## config.mk

```make
export PLATFORM = sky130hd
export DESIGN_NAME = matrix_inverse_4x4_top
export DESIGN_NICKNAME = d
export VERILOG_FILES = /design/src/hw/rtl/mi4_pkg.sv /design/src/hw/rtl/matrix_inverse_4x4_top.sv /design/src/hw/rtl/mi4_datapath.sv /design/src/hw/rtl/mi4_ctrl.sv
export SDC_FILE = /design/constraint.sdc
export NUM_CORES = 2
export LEC_CHECK = 0
export BUFFER_PORTS_ARGS = -buffer_cell sky130_fd_sc_hd__buf_4
export CAP_MARGIN = 10
export CORE_UTILIZATION = 59
export CTS_CLUSTER_SIZE = 14
export DETAILED_ROUTE_END_ITERATION = 12
export PLACE_DENSITY = 0.75
export REMOVE_ABC_BUFFERS = 1
export SLEW_MARGIN = 0
export SYNTH_ARGS = -nofsm -noshare
export SYNTH_HDL_FRONTEND = slang
export SYNTH_SLANG_ARGS = --single-unit
```

## constraint.sdc

```tcl
create_clock -name clk -period 12.7 [get_ports clk]
set_clock_uncertainty 0.15 [all_clocks]
set_input_delay 1.905 -clock clk [delete_from_list [all_inputs] [get_ports clk]]
set_output_delay 1.905 -clock clk [all_outputs]
set_load 0.01 [all_outputs]
```

## src/hw/rtl/mi4_pkg.sv

```systemverilog
// Shared types and constants of the 4x4 matrix inverse block.
package mi4_pkg;

	localparam logic [3:0] LAST_POS = 4'd15;
	localparam logic [3:0] LAST_OP_MINOR = 4'd8;
	localparam logic [3:0] OP_DET_ACC = 4'd9;
	localparam logic [1:0] LAST_DET_TERM = 2'd3;

	typedef enum logic [3:0] {
		ST_IDLE,
		ST_RD_X,
		ST_RD_M,
		ST_LAT,
		ST_MUL,
		ST_ACC,
		ST_DET_FIN,
		ST_OUT_START,
		ST_DIV_INIT,
		ST_DIV,
		ST_EMIT
	} ctl_state_t;

	typedef enum logic {
		SRC_T,
		SRC_M
	} src_t;

	typedef enum logic [1:0] {
		DST_T,
		DST_M,
		DST_D
	} dst_t;

	typedef enum logic [1:0] {
		ACC_SET,
		ACC_ADD,
		ACC_SUB
	} acc_mode_t;

	typedef struct packed {
		logic [3:0] rd_addr;
		logic       ld_x_elem;
		logic       ld_x_acc;
		src_t       x_src;
		logic       ld_mq;
		logic       mul_step;
		logic       acc_en;
		dst_t       acc_dst;
		acc_mode_t  acc_mode;
		logic       det_fin;
		logic       div_init;
		logic       div_flip;
		logic       div_step;
		logic       emit;
		logic [3:0] emit_pos;
	} mi4_cmd_t;

	typedef struct packed {
		logic cnt_zero;
		logic singular;
	} mi4_status_t;

endpackage

```

## src/hw/rtl/matrix_inverse_4x4_top.sv

```systemverilog
// Top level of the 4x4 fixed-point matrix inverse by the adjugate.
//
// Channel   Direction  Handshake                      Fields
// load      in         start high and busy low        element_value, element_position,
//                                                     last_element
// result    out        result_valid, one cycle each   inverse_value, result_position,
//                                                     determinant_value, singular,
//                                                     saturated, last_result
//
// A load transaction that is not marked last writes one element into the store; busy stays
// low. A transaction marked last stores its element and then runs the whole inversion, with
// busy high until the sixteenth result has been issued. Every multiply op runs on the shared
// bit-serial multiplier, and every division on the restoring divider. A singular matrix ends
// after the determinant with sixteen results issued and no divisions.
// Reset clears the sequencer and the result strobe; the element store holds no reset value and
// every position must be written before the first inversion. Results cannot be held off.
module matrix_inverse_4x4_top
	import mi4_pkg::*;
#(
	parameter int ELEM_WIDTH = 32,
	parameter int FRAC_BITS  = 16
) (
	input  logic                  clk,
	input  logic                  arst_n,
	input  logic                  start,
	output logic                  busy,
	input  logic [ELEM_WIDTH-1:0] element_value,
	input  logic [3:0]            element_position,
	input  logic                  last_element,
	output logic                  result_valid,
	output logic [ELEM_WIDTH-1:0] inverse_value,
	output logic [3:0]            result_position,
	output logic [ELEM_WIDTH-1:0] determinant_value,
	output logic                  singular,
	output logic                  saturated,
	output logic                  last_result
);

	mi4_cmd_t    cmd;
	mi4_status_t status;
	logic        accept;

	// A load transaction is taken whenever the sequencer is idle.
	assign accept = start && !busy;

	mi4_ctrl u_ctrl (
		.clk    (clk),
		.arst_n (arst_n),
		.go     (accept && last_element),
		.status (status),
		.cmd    (cmd),
		.busy   (busy)
	);

	mi4_datapath #(
		.ELEM_WIDTH (ELEM_WIDTH),
		.FRAC_BITS  (FRAC_BITS)
	) u_datapath (
		.clk               (clk),
		.arst_n            (arst_n),
		.wr_en             (accept),
		.wr_addr           (element_position),
		.wr_data           (element_value),
		.cmd               (cmd),
		.status            (status),
		.result_valid      (result_valid),
		.inverse_value     (inverse_value),
		.result_position   (result_position),
		.determinant_value (determinant_value),
		.singular          (singular),
		.saturated         (saturated),
		.last_result       (last_result)
	);

endmodule

```

## src/hw/rtl/mi4_datapath.sv

```systemverilog
// Datapath of the 4x4 matrix inverse: element store, serial multiplier, accumulators, divider.
module mi4_datapath
	import mi4_pkg::*;
#(
	parameter int ELEM_WIDTH = 32,
	parameter int FRAC_BITS  = 16
) (
	input  logic                  clk,
	input  logic                  arst_n,
	input  logic                  wr_en,
	input  logic [3:0]            wr_addr,
	input  logic [ELEM_WIDTH-1:0] wr_data,
	input  mi4_cmd_t              cmd,
	output mi4_status_t           status,
	output logic                  result_valid,
	output logic [ELEM_WIDTH-1:0] inverse_value,
	output logic [3:0]            result_position,
	output logic [ELEM_WIDTH-1:0] determinant_value,
	output logic                  singular,
	output logic                  saturated,
	output logic                  last_result
);

	localparam int W    = ELEM_WIDTH;
	localparam int AW   = 4 * W + 2;
	localparam int MAGW = 3 * W;
	localparam int NW   = 3 * W + 2 * FRAC_BITS;
	localparam int RW   = AW + 1;
	localparam int CW   = $clog2(NW);
	localparam logic [AW-1:0] D_HALF = {{(AW-1){1'b0}}, 1'b1} << (W - 1);
	localparam logic [NW-1:0] Q_HALF = {{(NW-1){1'b0}}, 1'b1} << (W - 1);
	localparam logic [W-1:0]  V_MAX  = {1'b0, {(W-1){1'b1}}};
	localparam logic [W-1:0]  V_MIN  = {1'b1, {(W-1){1'b0}}};

	logic [W-1:0]  store_q [16];
	logic [W-1:0]  rd_q;
	logic [AW-1:0] x_q, p_q, t_q, m_q, d_q;
	logic [W-1:0]  mq_q;
	logic [CW-1:0] cnt_q;
	logic [AW-1:0] dmag_q;
	logic          dneg_q, sing_q, detclip_q, qneg_q;
	logic [W-1:0]  detv_q;
	logic [NW-1:0] nq_q;
	logic [RW-1:0] rem_q;

	logic [AW-1:0] mul_add, acc_old, acc_base, acc_term, acc_new;
	logic [AW-1:0] dmag_c, detmag_c, absm_c;
	logic          detclip_c;
	logic [W-1:0]  detv_c;
	logic [RW-1:0] trial_c;
	logic          ge_c;
	logic          qclip_c;
	logic [W-1:0]  qv_c;

	// Horner form of the signed product: the sign bit of the multiplier is weighted negative.
	always_comb begin
		if (!mq_q[W-1])
			mul_add = '0;
		else if (cnt_q == CW'(W - 1))
			mul_add = -x_q;
		else
			mul_add = x_q;
	end

	always_comb begin
		case (cmd.acc_dst)
			DST_T:   acc_old = t_q;
			DST_M:   acc_old = m_q;
			default: acc_old = d_q;
		endcase
		acc_base = (cmd.acc_mode == ACC_SET) ? '0 : acc_old;
		acc_term = (cmd.acc_mode == ACC_SUB) ? -p_q : p_q;
		acc_new  = acc_base + acc_term;
	end

	always_comb begin
		dmag_c   = d_q[AW-1] ? -d_q : d_q;
		detmag_c = dmag_c >> (3 * FRAC_BITS);
		if (d_q[AW-1]) begin
			detclip_c = detmag_c > D_HALF;
			detv_c    = detclip_c ? V_MIN : -detmag_c[W-1:0];
		end else begin
			detclip_c = detmag_c >= D_HALF;
			detv_c    = detclip_c ? V_MAX : detmag_c[W-1:0];
		end
	end

	always_comb begin
		absm_c  = m_q[AW-1] ? -m_q : m_q;
		trial_c = {rem_q[RW-2:0], nq_q[NW-1]};
		ge_c    = trial_c >= {1'b0, dmag_q};
		if (qneg_q) begin
			qclip_c = nq_q > Q_HALF;
			qv_c    = qclip_c ? V_MIN : -nq_q[W-1:0];
		end else begin
			qclip_c = nq_q >= Q_HALF;
			qv_c    = qclip_c ? V_MAX : nq_q[W-1:0];
		end
	end

	always_ff @(posedge clk) begin
		if (wr_en)
			store_q[wr_addr] <= wr_data;
		rd_q <= store_q[cmd.rd_addr];
	end

	always_ff @(posedge clk) begin
		if (cmd.ld_x_elem)
			x_q <= {{(AW-W){rd_q[W-1]}}, rd_q};
		else if (cmd.ld_x_acc)
			x_q <= (cmd.x_src == SRC_T) ? t_q : m_q;

		if (cmd.ld_mq) begin
			mq_q  <= rd_q;
			p_q   <= '0;
			cnt_q <= CW'(W - 1);
		end else if (cmd.mul_step) begin
			p_q   <= (p_q << 1) + mul_add;
			mq_q  <= mq_q << 1;
			cnt_q <= cnt_q - 1'b1;
		end else if (cmd.div_init) begin
			cnt_q <= CW'(NW - 1);
		end else if (cmd.div_step) begin
			cnt_q <= cnt_q - 1'b1;
		end

		if (cmd.acc_en) begin
			case (cmd.acc_dst)
				DST_T:   t_q <= acc_new;
				DST_M:   m_q <= acc_new;
				default: d_q <= acc_new;
			endcase
		end

		if (cmd.det_fin) begin
			dneg_q    <= d_q[AW-1];
			dmag_q    <= dmag_c;
			detv_q    <= detv_c;
			detclip_q <= detclip_c;
		end

		if (cmd.div_init) begin
			nq_q   <= {absm_c[MAGW-1:0], {(2 * FRAC_BITS){1'b0}}};
			rem_q  <= '0;
			qneg_q <= m_q[AW-1] ^ cmd.div_flip ^ dneg_q;
		end else if (cmd.div_step) begin
			rem_q <= ge_c ? (trial_c - {1'b0, dmag_q}) : trial_c;
			nq_q  <= {nq_q[NW-2:0], ge_c};
		end

		if (cmd.emit) begin
			inverse_value     <= sing_q ? '0 : qv_c;
			result_position   <= cmd.emit_pos;
			determinant_value <= detv_q;
			singular          <= sing_q;
			saturated         <= (!sing_q && qclip_c) || detclip_q;
			last_result       <= cmd.emit_pos == LAST_POS;
		end
	end

	always_ff @(posedge clk or negedge arst_n) begin
		if (!arst_n) begin
			result_valid <= 1'b0;
			sing_q       <= 1'b0;
		end else begin
			result_valid <= cmd.emit;
			if (cmd.det_fin)
				sing_q <= d_q == '0;
		end
	end

	assign status.cnt_zero = cnt_q == '0;
	assign status.singular = sing_q;

endmodule

```

## src/hw/rtl/mi4_ctrl.sv

```systemverilog
// Sequencer of the 4x4 matrix inverse: steps through cofactor products, determinant and divisions.
module mi4_ctrl
	import mi4_pkg::*;
(
	input  logic        clk,
	input  logic        arst_n,
	input  logic        go,
	input  mi4_status_t status,
	output mi4_cmd_t    cmd,
	output logic        busy
);

	ctl_state_t state_q, state_d;
	logic       out_phase_q;
	logic [3:0] k_q;
	logic [3:0] j_q;

	logic [1:0] sr, sc;
	logic [1:0] r0, r1, r2, c0, c1, c2;
	logic [3:0] addr_x, addr_m;
	logic       uses_elem;
	src_t       op_src;
	dst_t       op_dst;
	acc_mode_t  op_mode;

	// The minor drops row sr and column sc; the output phase takes the transposed cofactor.
	always_comb begin
		if (out_phase_q) begin
			sr = k_q[1:0];
			sc = k_q[3:2];
		end else begin
			sr = 2'd0;
			sc = k_q[1:0];
		end
		r0 = (sr == 2'd0) ? 2'd1 : 2'd0;
		r1 = (sr <= 2'd1) ? 2'd2 : 2'd1;
		r2 = (sr <= 2'd2) ? 2'd3 : 2'd2;
		c0 = (sc == 2'd0) ? 2'd1 : 2'd0;
		c1 = (sc <= 2'd1) ? 2'd2 : 2'd1;
		c2 = (sc <= 2'd2) ? 2'd3 : 2'd2;
	end

	always_comb begin
		addr_x    = '0;
		addr_m    = '0;
		uses_elem = 1'b1;
		op_src    = SRC_T;
		op_dst    = DST_T;
		op_mode   = ACC_SET;
		unique case (j_q)
			4'd0: begin addr_x = {r1, c1}; addr_m = {r2, c2}; end
			4'd1: begin addr_x = {r1, c2}; addr_m = {r2, c1}; op_mode = ACC_SUB; end
			4'd2: begin
				addr_m = {r0, c0}; uses_elem = 1'b0; op_dst = DST_M;
			end
			4'd3: begin addr_x = {r1, c0}; addr_m = {r2, c2}; end
			4'd4: begin addr_x = {r1, c2}; addr_m = {r2, c0}; op_mode = ACC_SUB; end
			4'd5: begin
				addr_m = {r0, c1}; uses_elem = 1'b0; op_dst = DST_M; op_mode = ACC_SUB;
			end
			4'd6: begin addr_x = {r1, c0}; addr_m = {r2, c1}; end
			4'd7: begin addr_x = {r1, c1}; addr_m = {r2, c0}; op_mode = ACC_SUB; end
			4'd8: begin
				addr_m = {r0, c2}; uses_elem = 1'b0; op_dst = DST_M; op_mode = ACC_ADD;
			end
			OP_DET_ACC: begin
				addr_m    = {2'd0, k_q[1:0]};
				uses_elem = 1'b0;
				op_src    = SRC_M;
				op_dst    = DST_D;
				if (k_q[1:0] == 2'd0)
					op_mode = ACC_SET;
				else if (k_q[0])
					op_mode = ACC_SUB;
				else
					op_mode = ACC_ADD;
			end
			default: begin end
		endcase
	end

	always_comb begin
		state_d = state_q;
		unique case (state_q)
			ST_IDLE:      if (go) state_d = ST_RD_X;
			ST_RD_X:      state_d = ST_RD_M;
			ST_RD_M:      state_d = ST_LAT;
			ST_LAT:       state_d = ST_MUL;
			ST_MUL:       if (status.cnt_zero) state_d = ST_ACC;
			ST_ACC: begin
				if (out_phase_q)
					state_d = (j_q == LAST_OP_MINOR) ? ST_DIV_INIT : ST_RD_X;
				else if (j_q == OP_DET_ACC && k_q[1:0] == LAST_DET_TERM)
					state_d = ST_DET_FIN;
				else
					state_d = ST_RD_X;
			end
			ST_DET_FIN:   state_d = ST_OUT_START;
			ST_OUT_START: state_d = status.singular ? ST_EMIT : ST_RD_X;
			ST_DIV_INIT:  state_d = ST_DIV;
			ST_DIV:       if (status.cnt_zero) state_d = ST_EMIT;
			ST_EMIT:      state_d = (k_q == LAST_POS) ? ST_IDLE : ST_OUT_START;
			default:      state_d = ST_IDLE;
		endcase
	end

	always_comb begin
		cmd          = '0;
		cmd.x_src    = op_src;
		cmd.acc_dst  = op_dst;
		cmd.acc_mode = op_mode;
		cmd.div_flip = k_q[2] ^ k_q[0];
		cmd.emit_pos = k_q;
		unique case (state_q)
			ST_RD_X:     cmd.rd_addr = addr_x;
			ST_RD_M: begin
				cmd.rd_addr   = addr_m;
				cmd.ld_x_elem = uses_elem;
			end
			ST_LAT: begin
				cmd.ld_mq    = 1'b1;
				cmd.ld_x_acc = !uses_elem;
			end
			ST_MUL:      cmd.mul_step = 1'b1;
			ST_ACC:      cmd.acc_en = 1'b1;
			ST_DET_FIN:  cmd.det_fin = 1'b1;
			ST_DIV_INIT: cmd.div_init = 1'b1;
			ST_DIV:      cmd.div_step = 1'b1;
			ST_EMIT:     cmd.emit = 1'b1;
			default: begin end
		endcase
	end

	always_ff @(posedge clk or negedge arst_n) begin
		if (!arst_n) begin
			state_q     <= ST_IDLE;
			out_phase_q <= 1'b0;
			k_q         <= '0;
			j_q         <= '0;
		end else begin
			state_q <= state_d;
			unique case (state_q)
				ST_IDLE: begin
					if (go) begin
						out_phase_q <= 1'b0;
						k_q         <= '0;
						j_q         <= '0;
					end
				end
				ST_ACC: begin
					if (!out_phase_q && j_q == OP_DET_ACC) begin
						j_q <= '0;
						k_q <= k_q + 1'b1;
					end else if (!(out_phase_q && j_q == LAST_OP_MINOR)) begin
						j_q <= j_q + 1'b1;
					end
				end
				ST_DET_FIN: begin
					out_phase_q <= 1'b1;
					k_q         <= '0;
					j_q         <= '0;
				end
				ST_EMIT: begin
					k_q <= k_q + 1'b1;
					j_q <= '0;
				end
				default: begin end
			endcase
		end
	end

	assign busy = state_q != ST_IDLE;

endmodule

```

==> results.json <==
{
  "r2r_slack_ns": 3.09,
  "cts_buffer_depth": 3,
  "peakVddDrop_mv": 0.143,
  "status": "completed",
  "synth_seq_area_share_pct": 46.0,
  "cp.arrival_ns": 10.12,
  "synth_xor_xnor_area_share_pct": 7.15,
  "crit_fanout": 8,
  "synth_async_sr_flop_share_pct": 0.861,
  "p_total_w": 0.0118,
  "fp.dieH_um": 427,
  "rr_startpoint": "u_datapath.p_q[19]",
  "place_hpwl_um": 257000,
  "worst_pin_slew_ns": 1.34,
  "reg2reg_to": "u_datapath.m_q[128]",
  "wl_um": 359000,
  "synth_seq_cells": 1742,
  "critical-path-max-stage-delay_ns": 0.88,
  "ys_types": 105,
  "clockRootBuffer": "clkbuf_16",
  "synth_top_family_by_area": "compound AO/OA/AOI/OAI gates",
  "avgSynthCellArea_um2": 9.33,
  "fmax_mhz": 104,
  "hp-start": "u_datapath.detv_q[16]",
  "die_w_um": 427,
  "initial_utilization_pct": 59.5,
  "avgRoutedWirePerCell_um": 26.4,
  "drt_iter0_drc": 10700,
  "tns_ns": 0,
  "cap_violations": 0,
  "hold_violations": 0,
  "nets": 11500,
  "cp-end-kind": "flop",
  "leakagePower_nw": 42.0,
  "antenna_found_initial": 18,
  "drt-pass1-iter-count": 9,
  "period_share_pct": 75.7,
  "crit_path_top_delay_cell": "a41oi_1",
  "yosys-mux-area-fraction_pct": 1.56,
  "holdBufCountCts": 0,
  "synthFlopType": "edfxtp_1",
  "grt_pass1_vias": 83700,
  "finalSetupViolCount": 0,
  "vias_per_cell": 6.62,
  "via_count": 90200,
  "remaining_drc_errors": 0,
  "gp_routability_congestion": 1.08,
  "fp-row-count": 155,
  "fin_util_pct": 64.3,
  "clkLatencyLatePin_ns": 0.89,
  "grt_setup_unrepaired": "no",
  "min_path_type": "flop to flop",
  "min_period_ns": 9.61,
  "syn_area_um2": 106000,
  "fin_hold_ws_ns": 0.267,
  "cts_buffers": 184,
  "yosys.area_share.simple_pct": 17.4,
  "synth_edf_count": 1396,
  "core-area_um2": 179000,
  "cts_tree": "built",
  "post-cts-setup-buffer-count": 0,
  "drive_above_1_share_pct": 5.99,
  "finalMaxSlewViolations": 0,
  "cp-start-kind": "flop",
  "clock-sinks": 1742,
  "areaGrowthSynthToFinish_pct": 8.14,
  "yosys.area_share.adder_pct": 4.80,
  "num_io_pins": 113,
  "power.density_nw_per_um2": 102,
  "cts_resized": 0,
  "synth_compound_area_share_pct": 19.3,
  "ant_nets": 0,
  "grt_pass1_wl_um": 526000,
  "crit_type": "flop to flop",
  "min_path_cells": 0,
  "clkSlewWorstSetupHoldPaths_ns": 0.06,
  "grt_usage_pct": 38.5,
  "rr_worst_depth": 26,
  "whs_endpoint": "u_datapath.determinant_value[16]",
  "numPortBuffers": 112,
  "yosysWarnings": 0,
  "critical_path_required_ns": 13.21,
  "gr-total-overflow": 0,
  "cts.htree.levels": 4,
  "grt_max_degree": 257,
  "max-slew-margin-rel_pct": 10.8,
  "postSynthCellCount": 11400,
  "fp.dieArea_um2": 182000
}
==> metrics by stage <==
stage                     setup WS (ns)  cells  cell area [µm²]
after floorplan                  -32.42  10700           104000
after global placement             3.53  13300           109000
after detailed placement           3.39  13300           109000
after CTS                          3.38  13600           115000
after global routing               2.66  13600           115000
final                              3.09  13600           115000
==> where the power goes <==
group	internal [W]	switching, W	total [W]
Combinational	0.00000852	0.0000248	0.0000334
Clock	0.00317	0.00244	0.00561
Sequential	0.00610	0	0.00610
Total	0.00928	0.00247	0.0118
==> routing by layer <==
metal | wire length (µm) | vias to the layer above | GRT usage [%]
met2 | 159000 | 4591 | 59.1
met3 | 38200 | 790 | 9.50
met5 | 114 | - | 0
met4 | 20800 | 16 | 20.1
met1 | 141000 | 43600 | 50.3
li1 | - | 41200 | -
==> how the worst max path moves through the flow <==
| stage | startpoint | end | slack (ns) | cells past startpoint |
|---|---|---|---|---|
| finish | u_datapath.p_q[19] | u_datapath.m_q[128] | 3.09 | 26 |
| global route | u_datapath.p_q[19] | u_datapath.t_q[128] | 2.66 | 26 |
| CTS | u_datapath.p_q[19] | u_datapath.m_q[128] | 3.38 | 26 |
| detailed placement | u_datapath.p_q[19] | u_datapath.d_q[128] | 3.39 | 26 |
| global placement | u_datapath.p_q[19] | u_datapath.d_q[124] | 3.53 | 26 |
| floorplan | u_ctrl.j_q[0] | u_datapath.t_q[0] | -32.42 | 5 |
==> kinds of logic (layout without fill, tap and decap cells) <==
logic type / Yosys count / after routing
AO/OA/AOI/OAI: 3233 / 3233
XOR/XNOR: 868 / 868
adder cells (fa/ha/maj): 406 / 406
buffers and inverters: 1066 / 921
flip-flops: 1742 / 1742
multiplexers: 165 / 165
other: 0 / 10
AND/OR/NAND/NOR: 3916 / 3916
==> cell type report <==
class	count	area (µm²)
antenna	10	25.0
clock buffer	230	4910
clock inverter	117	1430
fill	14500	63800
inverter	355	1340
multi-input combinational	8588	53700
sequential	1742	48900
tap	2355	2950
timing repair buffer	219	1730
==> Yosys cell counts (43+ instances only) <==
master    number  area share, %
a211oi_1     412            2.9
a21o_1       299            2.1
a21oi_1      868            4.1
a311oi_1      66           0.54
a31oi_1      268            1.6
and2_1       276            1.6
and3_1        43           0.25
clkbuf_1     657            2.3
dfxtp_1      331            6.2
edfxtp_1    1396             39
ha_1         403            4.7
inv_1        353            1.2
mux2i_1      162            1.5
nand2_1     1507            5.3
nand2b_1      78           0.46
nand3_1      146           0.69
nand4_1      202            1.2
nor2_1       881            3.1
nor2b_1       55           0.32
nor3_1       260            1.2
nor4_1       123           0.72
o21a_1        59           0.42
o21ai_0      678            3.2
o21bai_1      93           0.66
o31ai_1      122           0.86
o41ai_1       52           0.43
or2_2         48           0.28
or3_1        106           0.62
or4_1         64           0.45
xnor2_1      505            4.2
xor2_1       363            3.0
==> placed cells by master (no fill, tap or decap), types with 252 or more instances in the layout <==
cell / count
dfxtp_1: 331
and2_1: 275
nor3_1: 252
inv_1: 351
a21o_1: 299
nand2_1: 1502
edfxtp_1: 1396
xor2_1: 363
o21ai_0: 675
nor2_1: 862
a211oi_1: 412
a31oi_1: 268
xnor2_1: 505
ha_1: 403
a21oi_1: 868
==> registers in the layout, indices dropped and copies added (netlist names), 7 cells and up <==
signal,cells
u_datapath.cnt_q,7
u_datapath.d_q,130
u_datapath.determinant_value,32
u_datapath.detv_q,32
u_datapath.dmag_q,130
u_datapath.inverse_value,32
u_datapath.m_q,130
u_datapath.mq_q,32
u_datapath.nq_q,128
u_datapath.p_q,130
u_datapath.rd_q,32
u_datapath.rem_q,130
u_datapath.store_q,512
u_datapath.t_q,130
u_datapath.x_q,130
==> critical path, delay by kind of cell, from the launching register on <==
family | cells | cell delay [ns]
adder cells (fa/ha/maj) | 1 | 0.40
AND/OR/NAND/NOR | 11 | 3.77
AO/OA/AOI/OAI | 12 | 4.29
flip-flops | 1 | 0.38
XOR/XNOR | 2 | 0.40
Note: power is estimated with default switching activity, not from simulation.
